**config.mk**
```make
export PLATFORM = sky130hd
export DESIGN_NAME = tagged_decimal_command_parser_unit_flat
export DESIGN_NICKNAME = d
export VERILOG_FILES = /design/src/tdcp_pkg.sv /design/src/tdcp_if.sv /design/src/tagged_decimal_command_parser_unit.sv /design/src/tdcp_num.sv /design/src/flat_wrapper.sv
export SDC_FILE = /design/constraint.sdc
export NUM_CORES = 1
export LEC_CHECK = 0
export BUFFER_PORTS_ARGS = -buffer_cell sky130_fd_sc_hd__buf_2
export CORE_UTILIZATION = 45
export DETAILED_ROUTE_END_ITERATION = 10
export GPL_ROUTABILITY_DRIVEN = 0
export PLACE_DENSITY = 0.72
export SLEW_MARGIN = 20
export SYNTH_ARGS = -nofsm -noshare
export SYNTH_HDL_FRONTEND = slang
export SYNTH_SLANG_ARGS = --single-unit
```
**constraint.sdc**
```tcl
create_clock -name clk -period 8.45 [get_ports clk]
set_clock_uncertainty 0.15 [all_clocks]
set_input_delay 0.4225 -clock clk [delete_from_list [all_inputs] [get_ports clk]]
set_output_delay 0.4225 -clock clk [all_outputs]
set_load 0.03 [all_outputs]
```
**src/tdcp_pkg.sv**
```systemverilog
// shared types, constants and helpers of the tagged decimal command parser
package tdcp_pkg;

  localparam int unsigned MAX_CHARS = 9;
  localparam int unsigned BYTE_W    = 8;
  localparam int unsigned TGT_W     = 3;
  localparam int unsigned CNT_W     = 4;
  localparam int unsigned ACC_W     = 30;
  localparam int unsigned MANT_W    = 31;
  localparam int unsigned FRAC_W    = 4;

  typedef logic [BYTE_W-1:0] byte_t;
  typedef logic [TGT_W-1:0]  tgt_t;
  typedef logic [CNT_W-1:0]  cnt_t;
  typedef logic [ACC_W-1:0]  acc_t;
  typedef logic [FRAC_W-1:0] frac_t;

  localparam tgt_t IDLE_MODE = 3'd7;

  localparam byte_t CH_HASH  = 8'h23;
  localparam byte_t CH_P     = 8'h70;
  localparam byte_t CH_I     = 8'h69;
  localparam byte_t CH_D     = 8'h64;
  localparam byte_t CH_T     = 8'h74;
  localparam byte_t CH_O     = 8'h6F;
  localparam byte_t CH_X     = 8'h78;
  localparam byte_t CH_Y     = 8'h79;
  localparam byte_t CH_ZERO  = 8'h30;
  localparam byte_t CH_NINE  = 8'h39;
  localparam byte_t CH_POINT = 8'h2E;
  localparam byte_t CH_PLUS  = 8'h2B;
  localparam byte_t CH_MINUS = 8'h2D;
  localparam byte_t CH_SPACE = 8'h20;
  localparam byte_t CH_TAB   = 8'h09;
  localparam byte_t CH_CR    = 8'h0D;

  localparam tgt_t TGT_P = 3'd0;
  localparam tgt_t TGT_I = 3'd1;
  localparam tgt_t TGT_D = 3'd2;
  localparam tgt_t TGT_T = 3'd3;
  localparam tgt_t TGT_O = 3'd4;
  localparam tgt_t TGT_X = 3'd5;
  localparam tgt_t TGT_Y = 3'd6;

  // control from the sequencer to the number datapath
  typedef struct packed {
    logic  take;
    logic  clear;
    byte_t ch;
  } num_ctrl_t;

  // number state seen by the sequencer
  typedef struct packed {
    acc_t  accum;
    logic  negative;
    frac_t frac_count;
  } num_stat_t;

  function automatic tgt_t tag_target(input byte_t b);
    tgt_t t;
    unique case (b)
      CH_P:    t = TGT_P;
      CH_I:    t = TGT_I;
      CH_D:    t = TGT_D;
      CH_T:    t = TGT_T;
      CH_O:    t = TGT_O;
      CH_X:    t = TGT_X;
      CH_Y:    t = TGT_Y;
      default: t = IDLE_MODE;
    endcase
    return t;
  endfunction

endpackage

```
**src/tdcp_if.sv**
```systemverilog
// valid/ready channel interfaces for received bytes and parsed commands
interface tdcp_in_if;
  logic                  valid;
  logic                  ready;
  tdcp_pkg::byte_t       rx_byte;

  modport source (output valid, output rx_byte, input ready);
  modport sink (input valid, input rx_byte, output ready);
endinterface

interface tdcp_out_if;
  logic                               valid;
  logic                               ready;
  tdcp_pkg::tgt_t                     target;
  logic signed [tdcp_pkg::MANT_W-1:0] mantissa;
  tdcp_pkg::frac_t                    frac_digits;

  modport source (output valid, output target, output mantissa, output frac_digits,
                  input ready);
  modport sink (input valid, input target, input mantissa, input frac_digits,
                output ready);
endinterface

```
**src/tagged_decimal_command_parser_unit.sv**
```systemverilog
// top level: tag selection, byte sequencing and command output register
//
//  channel | dir | payload                          | transfer when
//  in_ch   | in  | rx_byte[7:0]                     | valid & ready
//  out_ch  | out | target[2:0] mantissa[30:0] s,    | valid & ready
//          |     | frac_digits[3:0]                 |
//
// one byte per cycle unless out_ch stalls; a '#' passes byte_r, then the output register
// stage 1 holds the received byte, stage 2 updates the parser state and the output register
// rst_n is synchronous: idle awaiting a tag, number state cleared, both stages empty
// a result not taken holds stage 2, which then backs up the byte register and in_ch.ready
module tagged_decimal_command_parser_unit (
  input  logic      clk,
  input  logic      rst_n,
  tdcp_in_if.sink   in_ch,
  tdcp_out_if.source out_ch
);

  logic                               in_vld_r;
  tdcp_pkg::byte_t                    byte_r;
  tdcp_pkg::tgt_t                     mode_r, mode_nxt;
  tdcp_pkg::cnt_t                     cnt_r, cnt_nxt;
  logic                               out_vld_r, out_vld_nxt;
  tdcp_pkg::tgt_t                     tgt_r;
  logic signed [tdcp_pkg::MANT_W-1:0] mant_r;
  tdcp_pkg::frac_t                    frac_out_r;

  logic                               advance;
  logic                               fire;
  logic                               emit;
  tdcp_pkg::num_ctrl_t                num_ctrl;
  tdcp_pkg::num_stat_t                num_stat;
  logic        [tdcp_pkg::MANT_W-1:0] mag;

  assign advance     = !out_vld_r || out_ch.ready;
  assign fire        = in_vld_r && advance;
  assign in_ch.ready = !in_vld_r || advance;

  // byte register
  always_ff @(posedge clk) begin
    if (!rst_n) begin
      in_vld_r <= 1'b0;
    end else if (in_ch.ready) begin
      in_vld_r <= in_ch.valid;
    end
  end

  always_ff @(posedge clk) begin
    if (in_ch.ready && in_ch.valid) begin
      byte_r <= in_ch.rx_byte;
    end
  end

  // sequencer
  always_comb begin
    mode_nxt      = mode_r;
    cnt_nxt       = cnt_r;
    emit          = 1'b0;
    num_ctrl.take  = 1'b0;
    num_ctrl.clear = 1'b0;
    num_ctrl.ch    = byte_r;
    if (fire) begin
      if (mode_r == tdcp_pkg::IDLE_MODE) begin
        mode_nxt = tdcp_pkg::tag_target(byte_r);
      end else if (byte_r != tdcp_pkg::CH_HASH) begin
        if (cnt_r < tdcp_pkg::CNT_W'(tdcp_pkg::MAX_CHARS)) begin
          num_ctrl.take = 1'b1;
          cnt_nxt       = cnt_r + tdcp_pkg::CNT_W'(1);
        end
      end else begin
        emit           = 1'b1;
        mode_nxt       = tdcp_pkg::IDLE_MODE;
        cnt_nxt        = '0;
        num_ctrl.clear = 1'b1;
      end
    end
  end

  always_ff @(posedge clk) begin
    if (!rst_n) begin
      mode_r <= tdcp_pkg::IDLE_MODE;
      cnt_r  <= '0;
    end else begin
      mode_r <= mode_nxt;
      cnt_r  <= cnt_nxt;
    end
  end

  tdcp_num u_num (
    .clk   (clk),
    .rst_n (rst_n),
    .ctrl  (num_ctrl),
    .stat  (num_stat)
  );

  // output register
  assign mag = {1'b0, num_stat.accum};

  always_comb begin
    out_vld_nxt = out_vld_r;
    if (out_ch.ready) begin
      out_vld_nxt = 1'b0;
    end
    if (emit) begin
      out_vld_nxt = 1'b1;
    end
  end

  always_ff @(posedge clk) begin
    if (!rst_n) begin
      out_vld_r <= 1'b0;
    end else begin
      out_vld_r <= out_vld_nxt;
    end
  end

  always_ff @(posedge clk) begin
    if (emit) begin
      tgt_r      <= mode_r;
      mant_r     <= num_stat.negative ? -$signed(mag) : $signed(mag);
      frac_out_r <= num_stat.frac_count;
    end
  end

  assign out_ch.valid       = out_vld_r;
  assign out_ch.target      = tgt_r;
  assign out_ch.mantissa    = mant_r;
  assign out_ch.frac_digits = frac_out_r;

endmodule

```
**src/tdcp_num.sv**
```systemverilog
// decimal number datapath: sign, digit accumulation, point and fraction count
module tdcp_num (
  input  logic                clk,
  input  logic                rst_n,
  input  tdcp_pkg::num_ctrl_t ctrl,
  output tdcp_pkg::num_stat_t stat
);

  tdcp_pkg::acc_t  accum_r, accum_nxt;
  logic            negative_r, negative_nxt;
  logic            after_point_r, after_point_nxt;
  tdcp_pkg::frac_t frac_r, frac_nxt;
  logic            started_r, started_nxt;
  logic            ended_r, ended_nxt;

  logic            is_digit;
  logic            is_space;
  tdcp_pkg::acc_t  acc_x10;

  assign is_digit = (ctrl.ch >= tdcp_pkg::CH_ZERO) && (ctrl.ch <= tdcp_pkg::CH_NINE);
  assign is_space = (ctrl.ch == tdcp_pkg::CH_SPACE) ||
                    ((ctrl.ch >= tdcp_pkg::CH_TAB) && (ctrl.ch <= tdcp_pkg::CH_CR));
  // times ten as two shifts, wraps at the accumulator width
  assign acc_x10  = (accum_r << 3) + (accum_r << 1);

  always_comb begin
    accum_nxt       = accum_r;
    negative_nxt    = negative_r;
    after_point_nxt = after_point_r;
    frac_nxt        = frac_r;
    started_nxt     = started_r;
    ended_nxt       = ended_r;
    if (ctrl.clear) begin
      accum_nxt       = '0;
      negative_nxt    = 1'b0;
      after_point_nxt = 1'b0;
      frac_nxt        = '0;
      started_nxt     = 1'b0;
      ended_nxt       = 1'b0;
    end else if (ctrl.take && !ended_r) begin
      priority if (is_digit) begin
        accum_nxt   = acc_x10 + {{(tdcp_pkg::ACC_W-4){1'b0}}, ctrl.ch[3:0]};
        if (after_point_r) begin
          frac_nxt = frac_r + tdcp_pkg::FRAC_W'(1);
        end
        started_nxt = 1'b1;
      end else if (ctrl.ch == tdcp_pkg::CH_POINT && !after_point_r) begin
        after_point_nxt = 1'b1;
        started_nxt     = 1'b1;
      end else if (!started_r &&
                   (ctrl.ch == tdcp_pkg::CH_PLUS || ctrl.ch == tdcp_pkg::CH_MINUS)) begin
        negative_nxt = (ctrl.ch == tdcp_pkg::CH_MINUS);
        started_nxt  = 1'b1;
      end else if (!started_r && is_space) begin
        // leading white space skipped
      end else begin
        ended_nxt = 1'b1;
      end
    end
  end

  always_ff @(posedge clk) begin
    if (!rst_n) begin
      accum_r       <= '0;
      negative_r    <= 1'b0;
      after_point_r <= 1'b0;
      frac_r        <= '0;
      started_r     <= 1'b0;
      ended_r       <= 1'b0;
    end else begin
      accum_r       <= accum_nxt;
      negative_r    <= negative_nxt;
      after_point_r <= after_point_nxt;
      frac_r        <= frac_nxt;
      started_r     <= started_nxt;
      ended_r       <= ended_nxt;
    end
  end

  assign stat.accum      = accum_r;
  assign stat.negative   = negative_r;
  assign stat.frac_count = frac_r;

endmodule
```
**src/flat_wrapper.sv**
```systemverilog
// flat-port wrapper written by rule: the top's interface ports become plain ports
module tagged_decimal_command_parser_unit_flat 
  (clk, rst_n, in_ch_valid, in_ch_rx_byte, in_ch_ready, out_ch_valid, out_ch_target, out_ch_mantissa, out_ch_frac_digits, out_ch_ready);
  tdcp_in_if in_ch_i ();
  tdcp_out_if out_ch_i ();
  input  logic clk;
  input  logic rst_n;
  input wire logic [$bits(in_ch_i.valid)-1:0] in_ch_valid;
  input wire logic [$bits(in_ch_i.rx_byte)-1:0] in_ch_rx_byte;
  output wire logic [$bits(in_ch_i.ready)-1:0] in_ch_ready;
  output wire logic [$bits(out_ch_i.valid)-1:0] out_ch_valid;
  output wire logic [$bits(out_ch_i.target)-1:0] out_ch_target;
  output wire logic [$bits(out_ch_i.mantissa)-1:0] out_ch_mantissa;
  output wire logic [$bits(out_ch_i.frac_digits)-1:0] out_ch_frac_digits;
  input wire logic [$bits(out_ch_i.ready)-1:0] out_ch_ready;
  assign in_ch_i.valid = in_ch_valid;
  assign in_ch_i.rx_byte = in_ch_rx_byte;
  assign in_ch_ready = in_ch_i.ready;
  assign out_ch_valid = out_ch_i.valid;
  assign out_ch_target = out_ch_i.target;
  assign out_ch_mantissa = out_ch_i.mantissa;
  assign out_ch_frac_digits = out_ch_i.frac_digits;
  assign out_ch_i.ready = out_ch_ready;
  tagged_decimal_command_parser_unit u_core (.clk(clk), .rst_n(rst_n), .in_ch(in_ch_i), .out_ch(out_ch_i));
endmodule
```
==> results.py <==
metrics = {
    "drt": {
        "dr.pass1.iters": 5,
        "vias": 4993,
        "drc": 0,
        "drt_iter0_drc": 409,
        "routed_via_density": 5.85,
        "wire_per_inst_um": 15.3,
        "wl_um": 13100,
        "ant_nets": 0,
    },
    "final_layout": {
        "fillerInstances": 1140,
        "layout-drive-gt1-share_pct": 13.2,
        "fin_nets": 749,
        "area_growth_pct": 11.5,
        "final_cells": 854,
        "diodes": 0,
    },
    "power": {
        "swShare_pct": 23.6,
        "ir_drop_v": 0.0000897,
        "pwr_density_cell_nw_per_um2": 135,
        "switchingPower_uw": 214,
        "seq_power_share_pct": 53.2,
        "clockPowerShare_pct": 43.8,
        "p_comb_share_pct": 3.1,
        "p_int_uw": 692,
        "p_leak_nw": 2.93,
    },
    "floorplanning": {
        "dieHeight_um": 118,
        "row_count": 41,
        "die_x_um": 118,
        "die-area_um2": 13800,
        "ios": 52,
        "design.core.area_um2": 12800,
        "initial_core_util_pct": 46.9,
    },
    "cts": {
        "clkTransAtPathRegs_ns": 0.08,
        "clock_latency_ns": 0.35,
        "cts.sinks": 93,
        "cts_tree": "done",
        "cts_hold_buf": 0,
        "post_cts_buffers": 0,
        "cts_htree_levels": 3,
        "cts_root_buf": "clkbuf_16",
        "cts_resized": 0,
        "clk_path_buf_depth": 2,
        "numCtsBuffers": 9,
    },
    "place": {
        "place_inst": 838,
        "hpwl_um": 9830,
        "portBuffers": 51,
    },
    "timing": {
        "fin_crit_sh_pct": 44.9,
        "max_slew.worst_pin.slew_ns": 1.03,
        "final.setup.tns_ns": 0,
        "setup_viol_count_final": 0,
        "slew_viol_final": 0,
        "fin_crit_ns": 3.79,
        "rsz0062_at_grt": "false",
        "max_freq_mhz": 264,
        "final_hold_viol_count": 0,
        "max_slew_margin_pct": 31.4,
    },
    "global_routing": {
        "grt_pass1_vias": 4623,
        "grt-ovfl-total": 0,
        "track_usage_pct": 19.7,
        "grt_max_degree": 39,
        "antenna_found_initial": 0,
        "grt_pass1_wl_um": 22300,
    },
    "synthesis": {
        "syn_inst": 636,
        "ys_seq_area_share_pct": 38.6,
        "synth_seq_cells": 93,
        "avgSynthCellArea_um2": 9.45,
        "synth_area_leader_cell": "edfxtp_1",
        "synth.top_cell.area_share_pct": 23.0,
        "synth_xor_area_share_pct": 7.43,
        "synth_top_family_by_area": "simple AND/OR/NAND/NOR gates",
        "syn_area_um2": 6010,
        "yosysWarnings": 0,
        "synth_mux_area_share_pct": 0.333,
        "synthFlopType": "dfxtp_1",
        "async_flop_share_pct": 0,
        "synth-edff-count": 46,
        "synth_compound_area_share_pct": 18.7,
        "synthAdderAreaFrac_pct": 12.7,
        "syn_nets": 708,
        "synthTopCellsByArea": "edfxtp_1, dfxtp_1, ha_1, xnor2_1, nand2_1",
        "synthSimpleGateAreaFrac_pct": 19.1,
        "ys_types": 66,
    },
    "critical_path": {
        "crit_arrival_ns": 3.93,
        "r2r_setup_slack_ns": 4.66,
        "path_max_fanout": 8,
        "r2r-start": "u_core.byte_r[3]",
        "rr_endpoint": "u_core.u_num.accum_r[22]",
        "required_ns": 8.59,
        "crit_path_end_kind": "flip-flop",
        "cp-start-kind": "flip-flop",
        "crit_type": "flip-flop to flip-flop",
        "worst_r2r_path_depth": 10,
    },
    "worst_hold_path": {
        "worstHoldPathType": "primary input to flip-flop",
        "hold_start": "in_ch_rx_byte[6]",
        "hold_depth": 1,
        "hold_path_end": "u_core.byte_r[6]",
    },
    "job": {
        "drv_cap": 0,
    },
    "status": {
        "outcome": "finished, final reports clean",
    },
}
==> cells in the mapped netlist (3+ instances only) <==
master / instances
nand4_1: 9
nand3b_1: 3
nand2_1: 69
dfxtp_1: 47
o41ai_1: 3
or4_1: 3
xor2_1: 11
edfxtp_1: 46
o21ai_0: 29
nor2b_1: 14
and3_1: 6
o2111ai_1: 4
a2111oi_0: 4
nor2_1: 39
o211ai_1: 3
o21a_1: 12
a21o_1: 10
o22ai_1: 3
nand2b_1: 5
o21bai_1: 3
buf_2: 9
xnor2_1: 40
a21oi_1: 50
inv_1: 21
ha_1: 58
a31oi_1: 10
a211oi_1: 6
clkbuf_1: 16
nand3_1: 24
nor3b_1: 3
o31ai_1: 13
nor3_1: 15
==> routing by layer <==
metal | vias up | track usage (%) | wire length (um)
li1 | 2439 | - | -
met1 | 2357 | 27.2 | 6240
met4 | 0 | 7.29 | 272
met2 | 173 | 31.0 | 5890
met3 | 24 | 3.29 | 702
met5 | - | 0 | 0
==> area by class of cell <==
cell class	instances	area, um2	share of cell area (%)
sequential	93	2320	34.7
clock inverter	7	67.6	1.01
tap	172	215	3.21
multi-input combinational	497	3500	52.3
inverter	21	78.8	1.18
clock buffer	9	225	3.36
timing repair buffer	55	285	4.26
==> cell families after synthesis <==
logic type,Yosys count
compound gates,170
buf+inv,46
fa+ha+maj,60
mux,2
xor+xnor,51
flops,93
simple gates,214
==> critical path, stage by stage (launching register included) <==
cell,delay [ns]
edfxtp_1,0.50
inv_1,0.19
fa_1,0.49
fa_1,0.45
and2b_1,0.25
o2111ai_1,0.18
a31oi_1,0.28
o22ai_1,0.18
o31ai_1,0.57
nor4b_1,0.34
a311o_1,0.16
==> cells in the final DEF, fill, tap and decap left out, types with 3 or more instances in the layout <==
cell,netlist,final
a2111oi_0,4,4
a211oi_1,6,6
a21o_1,10,10
a21oi_1,50,50
a31oi_1,10,10
and3_1,6,6
buf_2,9,51
buf_4,0,4
clkbuf_16,0,9
clkinv_4,0,3
dfxtp_1,47,47
edfxtp_1,46,46
ha_1,58,58
inv_1,21,21
inv_8,0,3
nand2_1,69,69
nand2b_1,5,5
nand3_1,24,24
nand3b_1,3,3
nand4_1,9,9
nor2_1,39,39
nor2b_1,14,14
nor3_1,15,15
nor3b_1,3,3
o2111ai_1,4,4
o211ai_1,3,3
o21a_1,12,12
o21ai_0,29,29
o21bai_1,3,3
o22ai_1,3,3
o31ai_1,13,13
o41ai_1,3,3
or4_1,3,3
xnor2_1,40,40
xor2_1,11,11
==> stage by stage <==
step / worst slack [ns] / power [mW] / utilization, % / cell area, um2 / hold slack, ns
after floorplan: 5.25 / 0.511 / - / 6010 / 0.267
after global placement: 4.93 / 0.518 / 49.9 / 6400 / 0.279
after detailed placement: 4.77 / 0.519 / 49.9 / 6400 / 0.289
after CTS: 4.72 / 0.913 / 52.2 / 6700 / 0.0894
after global routing: 4.45 / 0.937 / 52.2 / 6700 / 0.0835
final: 4.66 / 0.907 / 52.2 / 6700 / 0.0989
==> worst max path at each step <==
| stage | endpoint | cells after the start | slack [ns] | from |
|---|---|---|---|---|
| after floorplan | u_core.u_num.accum_r[22] | 11 | 5.25 | u_core.byte_r[3] |
| after detailed placement | u_core.u_num.accum_r[22] | 10 | 4.77 | u_core.byte_r[3] |
| after CTS | u_core.u_num.accum_r[22] | 10 | 4.72 | u_core.byte_r[3] |
| after global placement | u_core.u_num.accum_r[22] | 10 | 4.93 | u_core.byte_r[3] |
| final | u_core.u_num.accum_r[22] | 10 | 4.66 | u_core.byte_r[3] |
| after global routing | u_core.u_num.accum_r[22] | 10 | 4.45 | u_core.byte_r[3] |
==> registers in the layout, summed over array words and instances (netlist names), 3 cells and up <==
register                   flops
u_core.u_num.frac_r            4
u_core.out_ch.target           3
u_core.u_num.accum_r          30
u_core.byte_r                  8
u_core.out_ch.mantissa        31
u_core.out_ch.frac_digits      4
u_core.cnt_r                   4
u_core.mode_r                  3
==> power groups by stage <==
stage | registers, mW | logic, mW | clock network, mW
2_1_floorplan | 0.487 | 0.0239 | 0
3_3_place_gp | 0.491 | 0.0268 | 0
3_5_place_dp | 0.492 | 0.0275 | 0
4_1_cts | 0.482 | 0.0278 | 0.404
5_1_grt | 0.483 | 0.0310 | 0.423
6_report | 0.482 | 0.0279 | 0.397
Power figures use the tool's default switching activity.
